<file path="src/hdl/dbmm_pkg.sv">
package dbmm_pkg;

  localparam int PAYLOAD_WIDTH = 64;
  localparam int CHANNEL_COUNT = 4;
  localparam int CH_W          = $clog2(CHANNEL_COUNT);
  localparam int ENTRY_W       = CH_W + 1;
  localparam int CNT_W         = 32;

  // Command codes as they arrive on the command port.
  typedef enum logic [2:0] {
    CMD_WRITE     = 3'd0,
    CMD_READ      = 3'd1,
    CMD_START     = 3'd2,
    CMD_CKSUM_ERR = 3'd3,
    CMD_NODATA    = 3'd4,
    CMD_CNT_RESET = 3'd5
  } command_t;

  typedef enum logic [1:0] {
    ST_OK       = 2'd0,
    ST_IN_ERR   = 2'd1,
    ST_NO_DATA  = 2'd2
  } status_t;

  localparam logic [CH_W-1:0] CH_PNET     = CH_W'(0);
  localparam logic [CH_W-1:0] CH_PATTERN  = CH_W'(1);
  localparam logic [CH_W-1:0] CH_DATA     = CH_W'(2);
  localparam logic [CH_W-1:0] CH_FIDUCIAL = CH_W'(3);

  localparam logic [CNT_W-1:0] WRAP_LIMIT_RESET = 32'h7FFF_FFFF;

  // The five diagnostic counters of one channel, kept as one memory word.
  typedef struct packed {
    logic [CNT_W-1:0] updates;
    logic [CNT_W-1:0] rollovers;
    logic [CNT_W-1:0] overwrites;
    logic [CNT_W-1:0] no_data_events;
    logic [CNT_W-1:0] checksum_errors;
  } counters_t;

endpackage

</file>
<file path="src/hdl/double_buffered_message_mailbox.sv">
// Channel       Direction  Signals                                   Transaction when
// command       in         start, busy, command, channel, payload_in start high, busy low
// result        out        done, status, payload_out, *_count        done high (one cycle)
// configuration in         cfg_write, cfg_data                       cfg_write high
//
// Every command has an accept step and an execute step: the accept edge
// issues the reads of the counter and payload memories, the next edge
// applies the read-modify-write and registers the result, and done is high
// in the cycle that follows. busy covers the execute cycle only, so a new
// command can be accepted in the same cycle that done is shown, but none
// while busy. Reset is synchronous: it clears the unread flags, slot indices
// and counter valid bits and sets the wrap limit to its reset value. The
// receiver cannot stall; done is a pulse.
module double_buffered_message_mailbox (
  input  logic                               clk,
  input  logic                               rst,
  input  logic                               start,
  output logic                               busy,
  input  logic [2:0]                         command,
  input  logic [dbmm_pkg::CH_W-1:0]          channel,
  input  logic [63:0]                        payload_in,
  input  logic                               cfg_write,
  input  logic [dbmm_pkg::CNT_W-1:0]         cfg_data,
  output logic                               done,
  output logic [1:0]                         status,
  output logic [63:0]                        payload_out,
  output logic [dbmm_pkg::CNT_W-1:0]         update_count,
  output logic [dbmm_pkg::CNT_W-1:0]         rollover_count,
  output logic [dbmm_pkg::CNT_W-1:0]         overwrite_count,
  output logic [dbmm_pkg::CNT_W-1:0]         no_data_count,
  output logic [dbmm_pkg::CNT_W-1:0]         checksum_error_count
);

  localparam int NUM_ENTRIES = 2 * dbmm_pkg::CHANNEL_COUNT;

  typedef enum logic {
    IDLE,
    EXEC
  } state_t;

  state_t state;
  logic   accept;

  // Command held for the execute cycle.
  logic [2:0]                          cmd_q;
  logic [dbmm_pkg::CH_W-1:0]           ch_q;
  logic [dbmm_pkg::PAYLOAD_WIDTH-1:0]  wdata_q;

  logic [dbmm_pkg::CNT_W-1:0] wrap_limit;

  // Small control state lives in flip-flops; the payload words and the
  // counters live in synchronous memories.
  logic [NUM_ENTRIES-1:0]             unread;
  logic [dbmm_pkg::CHANNEL_COUNT-1:0] newest;
  logic [dbmm_pkg::CHANNEL_COUNT-1:0] fiducial;
  logic [dbmm_pkg::CHANNEL_COUNT-1:0] cnt_valid;

  logic [dbmm_pkg::PAYLOAD_WIDTH-1:0] payload_mem [NUM_ENTRIES];
  dbmm_pkg::counters_t                cnt_mem [dbmm_pkg::CHANNEL_COUNT];

  logic [dbmm_pkg::PAYLOAD_WIDTH-1:0] payload_rd;
  dbmm_pkg::counters_t                cnt_rd;

  // Execute-cycle results.
  dbmm_pkg::counters_t                cnt_cur;
  dbmm_pkg::counters_t                cnt_next;
  logic [NUM_ENTRIES-1:0]             unread_next;
  logic [dbmm_pkg::CHANNEL_COUNT-1:0] newest_next;
  logic [dbmm_pkg::CHANNEL_COUNT-1:0] fiducial_next;
  logic [1:0]                         status_next;
  logic [63:0]                        payload_out_next;
  logic                               wr_en;
  logic [dbmm_pkg::ENTRY_W-1:0]       wr_entry;

  assign busy   = (state == EXEC);
  assign accept = start && !busy;

  // Payload memory: written in the execute cycle, read at the accept edge at
  // the fiducial slot of the addressed channel. Only a read command uses the
  // data, and no write can land between the read and the execute cycle.
  always_ff @(posedge clk) begin
    if (wr_en) begin
      payload_mem[wr_entry] <= wdata_q;
    end
    if (accept) begin
      payload_rd <= payload_mem[{channel, fiducial[channel]}];
    end
  end

  // Counter memory: one word per channel, read at accept, written back in
  // the execute cycle.
  always_ff @(posedge clk) begin
    if (state == EXEC) begin
      cnt_mem[ch_q] <= cnt_next;
    end
    if (accept) begin
      cnt_rd <= cnt_mem[channel];
    end
  end

  always_comb begin
    logic                         s;
    logic [dbmm_pkg::ENTRY_W-1:0] e;
    logic                         ps;

    s                = 1'b0;
    e                = {ch_q, fiducial[ch_q]};
    ps               = newest[dbmm_pkg::CH_PATTERN];
    cnt_cur          = cnt_valid[ch_q] ? cnt_rd : '0;
    cnt_next         = cnt_cur;
    unread_next      = unread;
    newest_next      = newest;
    fiducial_next    = fiducial;
    status_next      = dbmm_pkg::ST_OK;
    payload_out_next = '0;
    wr_en            = 1'b0;
    wr_entry         = {ch_q, 1'b0};

    case (cmd_q)
      dbmm_pkg::CMD_WRITE: begin
        // Slot 0 when free (always on PNET), else slot 1 when free, else the
        // slot that is not the fiducial slot.
        if (unread[{ch_q, 1'b0}] && ch_q != dbmm_pkg::CH_PNET) begin
          s = 1'b1;
          if (unread[{ch_q, 1'b1}]) begin
            s = !fiducial[ch_q];
          end
        end
        wr_en             = (state == EXEC);
        wr_entry          = {ch_q, s};
        newest_next[ch_q] = s;
        if (unread[{ch_q, s}]) begin
          cnt_next.overwrites = cnt_cur.overwrites + 1'b1;
        end else begin
          unread_next[{ch_q, s}] = 1'b1;
        end
      end
      dbmm_pkg::CMD_READ: begin
        if (!unread[e]) begin
          cnt_next.no_data_events = cnt_cur.no_data_events + 1'b1;
          status_next             = dbmm_pkg::ST_NO_DATA;
        end else begin
          unread_next[e] = 1'b0;
          if (ch_q == dbmm_pkg::CH_PNET || ch_q == dbmm_pkg::CH_PATTERN) begin
            payload_out_next[dbmm_pkg::PAYLOAD_WIDTH-1:0] = payload_rd;
          end else if (ch_q == dbmm_pkg::CH_DATA) begin
            status_next = dbmm_pkg::ST_IN_ERR;
          end
        end
      end
      dbmm_pkg::CMD_START: begin
        if (cnt_cur.updates < wrap_limit) begin
          cnt_next.updates = cnt_cur.updates + 1'b1;
        end else begin
          cnt_next.updates   = '0;
          cnt_next.rollovers = cnt_cur.rollovers + 1'b1;
        end
        // A fiducial latches the newest pattern slot and drops the other one.
        if (ch_q == dbmm_pkg::CH_FIDUCIAL) begin
          fiducial_next[dbmm_pkg::CH_PATTERN]    = ps;
          unread_next[{dbmm_pkg::CH_PATTERN, !ps}] = 1'b0;
        end
      end
      dbmm_pkg::CMD_CKSUM_ERR: begin
        cnt_next.checksum_errors = cnt_cur.checksum_errors + 1'b1;
      end
      dbmm_pkg::CMD_NODATA: begin
        cnt_next.no_data_events = cnt_cur.no_data_events + 1'b1;
      end
      dbmm_pkg::CMD_CNT_RESET: begin
        cnt_next = '0;
      end
      default: begin
        status_next = dbmm_pkg::ST_IN_ERR;
      end
    endcase
  end

  // Command register has no reset; it is only looked at in the execute cycle.
  always_ff @(posedge clk) begin
    if (accept) begin
      cmd_q   <= command;
      ch_q    <= channel;
      wdata_q <= payload_in[dbmm_pkg::PAYLOAD_WIDTH-1:0];
    end
  end

  always_ff @(posedge clk) begin
    if (rst) begin
      state      <= IDLE;
      done       <= 1'b0;
      unread     <= '0;
      newest     <= '0;
      fiducial   <= '0;
      cnt_valid  <= '0;
      wrap_limit <= dbmm_pkg::WRAP_LIMIT_RESET;
    end else begin
      done <= 1'b0;
      if (cfg_write) begin
        wrap_limit <= cfg_data;
      end
      case (state)
        IDLE: begin
          if (start) begin
            state <= EXEC;
          end
        end
        EXEC: begin
          state                <= IDLE;
          done                 <= 1'b1;
          unread               <= unread_next;
          newest               <= newest_next;
          fiducial             <= fiducial_next;
          cnt_valid[ch_q]      <= 1'b1;
          status               <= status_next;
          payload_out          <= payload_out_next;
          update_count         <= cnt_next.updates;
          rollover_count       <= cnt_next.rollovers;
          overwrite_count      <= cnt_next.overwrites;
          no_data_count        <= cnt_next.no_data_events;
          checksum_error_count <= cnt_next.checksum_errors;
        end
        default: begin
          state <= IDLE;
        end
      endcase
    end
  end

  // A result only ever follows an execute cycle.
  a_done_after_exec: assert property (@(posedge clk) disable iff (rst)
    done |-> $past(state == EXEC))
    else $error("result strobe without an execute cycle");

  // An accepted command is executed in the very next cycle.
  a_accept_to_exec: assert property (@(posedge clk) disable iff (rst)
    accept |=> busy ##1 done)
    else $error("accepted command did not complete in two cycles");

  // Any status other than ok carries a zero payload.
  a_err_zero_payload: assert property (@(posedge clk) disable iff (rst)
    (done && status != dbmm_pkg::ST_OK) |-> payload_out == '0)
    else $error("payload returned with a failing status");

  // PNET uses slot 0 only, so its second slot never holds an unread message.
  a_pnet_single_slot: assert property (@(posedge clk) disable iff (rst)
    !unread[{dbmm_pkg::CH_PNET, 1'b1}])
    else $error("PNET second slot marked unread");

  // After a fiducial, the pattern channel holds at most its fiducial slot.
  a_fiducial_discard: assert property (@(posedge clk) disable iff (rst)
    (state == EXEC && cmd_q == dbmm_pkg::CMD_START && ch_q == dbmm_pkg::CH_FIDUCIAL)
      |=> !unread[{dbmm_pkg::CH_PATTERN, !fiducial[dbmm_pkg::CH_PATTERN]}])
    else $error("pattern slot survived a fiducial");

endmodule

</file>
<file path="config.mk">
export PLATFORM = sky130hd
export DESIGN_NAME = double_buffered_message_mailbox
export DESIGN_NICKNAME = d
export VERILOG_FILES = /design/src/hdl/dbmm_pkg.sv /design/src/hdl/double_buffered_message_mailbox.sv
export SDC_FILE = /design/constraint.sdc
export NUM_CORES = 2
export LEC_CHECK = 0
export BUFFER_PORTS_ARGS = -buffer_cell sky130_fd_sc_hd__buf_2
export CORE_UTILIZATION = 60
export CTS_CLUSTER_DIAMETER = 80
export DETAILED_ROUTE_END_ITERATION = 10
export PLACE_DENSITY = 0.79
export SKIP_LAST_GASP = 1
export SLEW_MARGIN = 20
export SYNTH_ARGS = -nofsm -noshare
export SYNTH_HDL_FRONTEND = slang
export SYNTH_SLANG_ARGS = --single-unit
</file>
<file path="constraint.sdc">
create_clock -name clk -period 19.5 [get_ports clk]
set_input_delay 3.9 -clock clk [delete_from_list [all_inputs] [get_ports clk]]
set_output_delay 3.9 -clock clk [all_outputs]
set_load 0.01 [all_outputs]
</file>
==> run_results.csv <==
group,metric,value,unit
outcome,run_status,"completed",
clock_network,post_cts_hold_buffer_count,0,
yosys,syn-instance-count,3237,
yosys,yosysTopAreaCell,"sky130_fd_sc_hd__edfxtp_1",
yosys,ys_seq_elements,1526,
route,routed_via_count,31400,
yosys,synth_edf_count,1479,
yosys,post_synth.cell_area_avg,18.2,µm²
route,antenna_violating_nets_post_route,0,
route,post_route_drc_violation_count,0,
sta,tightestPinTransition,1.19,ns
yosys,synth-async-reset-ratio,0,%
layout,finalNetCount,3760,
sta,final_period_minus_worst_setup_slack,6.13,ns
global_route,via_count_of_the_first_global_routing_pass,31500,
clock_network,setup_repair_bufs_after_cts,0,
die,die_y,316,µm
sta,portion_of_the_clock_cycle_consumed_by_the_worst_path_in_the_final_layout,31.4,%
die,initial_core_util,60.8,%
setup_path,criticalPathCategory,"in -> reg",
yosys,synth_seq_area_share,76.8,%
yosys,synthesis.nets,3377,
setup_path,register_to_register_setup_slack,13.71,ns
sta,worst_case_clock_skew,0.0223,ns
global_route,grt.total_usage,25.4,%
setup_path,startpoint_type,"input port",
placement,gpl.final_weighted_congestion,0.848,
die,floorplan.io_pins,333,
clock_network,ctsRootBufferMaster,"sky130_fd_sc_hd__clkbuf_16",
clock_network,tritoncts,"yes",
setup_path,endpoint_kind,"flop",
setup_path,arrival,6.61,ns
clock_network,cts-htree-levels,4,
yosys,synth_top_area_share,75.2,%
layout,syn_to_final_growth,13.7,%
yosys,synth_ff_type,"sky130_fd_sc_hd__edfxtp_1",
global_route,first_pass_grt_wire_length,188000,µm
global_route,layer_with_the_highest_usage,"met2",
pwr,ir_drop,0.0000914,V
clock_network,cts_resized,0,
layout,insertedDiodeCount,0,
die,die_width,316,µm
sta,achievable-frequency,163,MHz
yosys,synth.cell_area,59100,µm²
placement,place.port_buffers,332,
yosys,ys_top_cells_by_area,"sky130_fd_sc_hd__edfxtp_1 (75%), sky130_fd_sc_hd__mux4_2 (8.6%), sky130_fd_sc_hd__dfxtp_1 (1.6%)",
setup_path,cp_max_fo,98,
sta,worst_slew_margin_rel,20.5,%
die,rows,114,
worst_hold_path,worstHoldPathType,"reg -> reg",
die,die_area,99700,µm²
pwr,power.density,102,nW/µm²
route,routed_wirelength,125000,µm
layout,post-route-util,69.1,%
global_route,antenna_found_initial,6,
pwr,p_leak,0.0228,µW
clock_network,tritoncts.num_buffers,150,
die,core_area,97100,µm²
clock_network,clockBufferDepth,3,
route,vias_per_inst,6.26,
placement,place.detailed.hpwl,71400,µm
route,routedWlPerCell,24.9,µm
sta,final.setup.tns,0,ns
clock_network,clkLatencyLatePin,0.76,ns
route,drt_first_pass_iters,8,
sta,rsz0062_at_grt,"no",
global_route,grt_remaining_overflow,0,
global_route,use_met3,4.85,%
global_route,largest_net_degree_at_the_start_of_global_routing,150,
yosys,yosys_warns,0,
sta,setup-violations-final,0,
route,drt_first_iter_violations,3433,
global_route,global_route.usage.met1,34.8,%
flow_run,maxCapViolations,0,
setup_path,worst_ep_required,19.98,ns
clock_network,cts.clk_slew.worst_paths,0.06,ns
yosys,synth.distinct_cells,85,
global_route,global_route.usage.met2,41.5,%
sta,slew_viol_final,0,
clock_network,cts_num_sinks,1526,
layout,drive_gt1_share,25.1,%
sta,finalHoldViolations,0,
## power by group
part / switching, µW / total [µW] / internal (µW)
Clock: 1200 / 2870 / 1670
Combinational: 160 / 251 / 91.2
Sequential: 47.8 / 3720 / 3680
## cell usage in the layout (no fill, tap or decap), types with 17 or more instances in the layout
| cell type | instances |
|---|---|
| sky130_fd_sc_hd__nand2_1 | 234 |
| sky130_fd_sc_hd__o21ai_0 | 78 |
| sky130_fd_sc_hd__and2_1 | 106 |
| sky130_fd_sc_hd__o211ai_1 | 44 |
| sky130_fd_sc_hd__clkbuf_16 | 155 |
| sky130_fd_sc_hd__inv_1 | 66 |
| sky130_fd_sc_hd__nand4_1 | 45 |
| sky130_fd_sc_hd__nand3_1 | 97 |
| sky130_fd_sc_hd__and4_1 | 17 |
| sky130_fd_sc_hd__a31oi_1 | 25 |
| sky130_fd_sc_hd__nor2_1 | 114 |
| sky130_fd_sc_hd__mux2_2 | 74 |
| sky130_fd_sc_hd__mux4_2 | 225 |
| sky130_fd_sc_hd__clkinv_1 | 26 |
| sky130_fd_sc_hd__edfxtp_1 | 1479 |
| sky130_fd_sc_hd__buf_4 | 43 |
| sky130_fd_sc_hd__dfxtp_1 | 46 |
| sky130_fd_sc_hd__buf_2 | 330 |
| sky130_fd_sc_hd__nor3_1 | 39 |
| sky130_fd_sc_hd__clkinv_2 | 24 |
| sky130_fd_sc_hd__ha_1 | 35 |
| sky130_fd_sc_hd__clkbuf_1 | 27 |
| sky130_fd_sc_hd__and3_1 | 37 |
| sky130_fd_sc_hd__mux2i_1 | 23 |
| sky130_fd_sc_hd__a21oi_1 | 96 |
## synthesized netlist by cell type (5+ instances only)
cell type	count
sky130_fd_sc_hd__buf_2	17
sky130_fd_sc_hd__mux2_2	74
sky130_fd_sc_hd__buf_1	45
sky130_fd_sc_hd__nand4b_1	5
sky130_fd_sc_hd__or3_1	13
sky130_fd_sc_hd__a21oi_1	97
sky130_fd_sc_hd__edfxtp_1	1479
sky130_fd_sc_hd__o21ai_1	5
sky130_fd_sc_hd__nor3_1	41
sky130_fd_sc_hd__clkbuf_1	83
sky130_fd_sc_hd__nor4_1	11
sky130_fd_sc_hd__o22ai_1	12
sky130_fd_sc_hd__ha_1	35
sky130_fd_sc_hd__and2_1	109
sky130_fd_sc_hd__and3_1	39
sky130_fd_sc_hd__a21o_1	5
sky130_fd_sc_hd__inv_1	66
sky130_fd_sc_hd__o41ai_1	7
sky130_fd_sc_hd__nor2_1	119
sky130_fd_sc_hd__nand2_1	234
sky130_fd_sc_hd__o21a_1	6
sky130_fd_sc_hd__mux2i_1	23
sky130_fd_sc_hd__and4_1	17
sky130_fd_sc_hd__or4_1	10
sky130_fd_sc_hd__dfxtp_1	47
sky130_fd_sc_hd__nor2b_1	7
sky130_fd_sc_hd__o31ai_1	6
sky130_fd_sc_hd__xnor2_1	6
sky130_fd_sc_hd__o21ai_0	78
sky130_fd_sc_hd__nand4_1	45
sky130_fd_sc_hd__mux4_2	226
sky130_fd_sc_hd__o211ai_1	44
sky130_fd_sc_hd__or2_2	5
sky130_fd_sc_hd__nand2b_1	10
sky130_fd_sc_hd__nand3_1	97
sky130_fd_sc_hd__a31oi_1	25
sky130_fd_sc_hd__a211oi_1	8
## flip-flops by register name (all words and copies together), names as in the netlist, 4 cells and up
register              flops
cnt_mem                 640
payload_mem             320
cnt_rd                  160
payload_out              64
payload_rd               64
wdata_q                  64
checksum_error_count     32
no_data_count            32
overwrite_count          32
rollover_count           32
update_count             32
wrap_limit               32
unread                    7
cnt_valid                 4
## worst max-delay path: stages
cell,delay (ns)
sky130_fd_sc_hd__buf_8,0.63
sky130_fd_sc_hd__buf_4,0.88
sky130_fd_sc_hd__buf_4,0.65
sky130_fd_sc_hd__mux4_2,0.41
## metrics by stage
| step | setup WS, ns | cell area (µm²) | hold WS (ns) | cells | total power [µW] |
|---|---|---|---|---|---|
| 3_5_place_dp | 12.54 | 62200 | 0.459 | 4743 | 4040 |
| 2_1_floorplan | 1.98 | 59100 | 0.428 | 3237 | 3960 |
| 6_report | 13.37 | 67100 | 0.466 | 5013 | 6850 |
| 5_1_grt | 13.21 | 67100 | 0.504 | 5013 | 7040 |
| 4_1_cts | 13.34 | 67100 | 0.471 | 5012 | 6890 |
| 3_3_place_gp | 12.60 | 62200 | 0.445 | 4743 | 4030 |
## path summary, 6_finish.rpt
path	start	endpoint	cells after the start
setup / recovery	channel[1]	cnt_rd[150]	4
hold / removal	unread[7]	unread[7]	2
setup reg to reg	ch_q[0]	update_count[23]	12
hold reg to reg	unread[7]	unread[7]	2
## routing by layer
layer | share of wire [%] | wire length (µm)
met5 | 0.049 | 61
met1 | 40 | 49700
met4 | 2.8 | 3480
met2 | 49 | 61600
met3 | 8.2 | 10200
## logic make-up (layout without fill, tap and decap cells)
family                   Yosys count  count (layout)  synth area share (%)
flip-flops                      1526            1526                  76.8
multiplexers                     324             324                  10.4
AND/OR/NAND/NOR                  787             787                  6.81
adder cells (fa/ha/maj)           35              35                 0.741
AO/OA/AOI/OAI                    343             343                  3.69
XOR/XNOR                           8               8                 0.119
buffers and inverters            214             714                  1.42
## area by class of cell
cell class	instances	area (µm²)
Sequential cell	1526	45400
Fill cell	6023	30000
Multi-Input combinational cell	1497	13000
Clock buffer	186	4040
Timing Repair Buffer	378	2060
Tap cell	1276	1600
Clock inverter	83	866
Inverter	67	251
(Power assumes the default switching activity.)
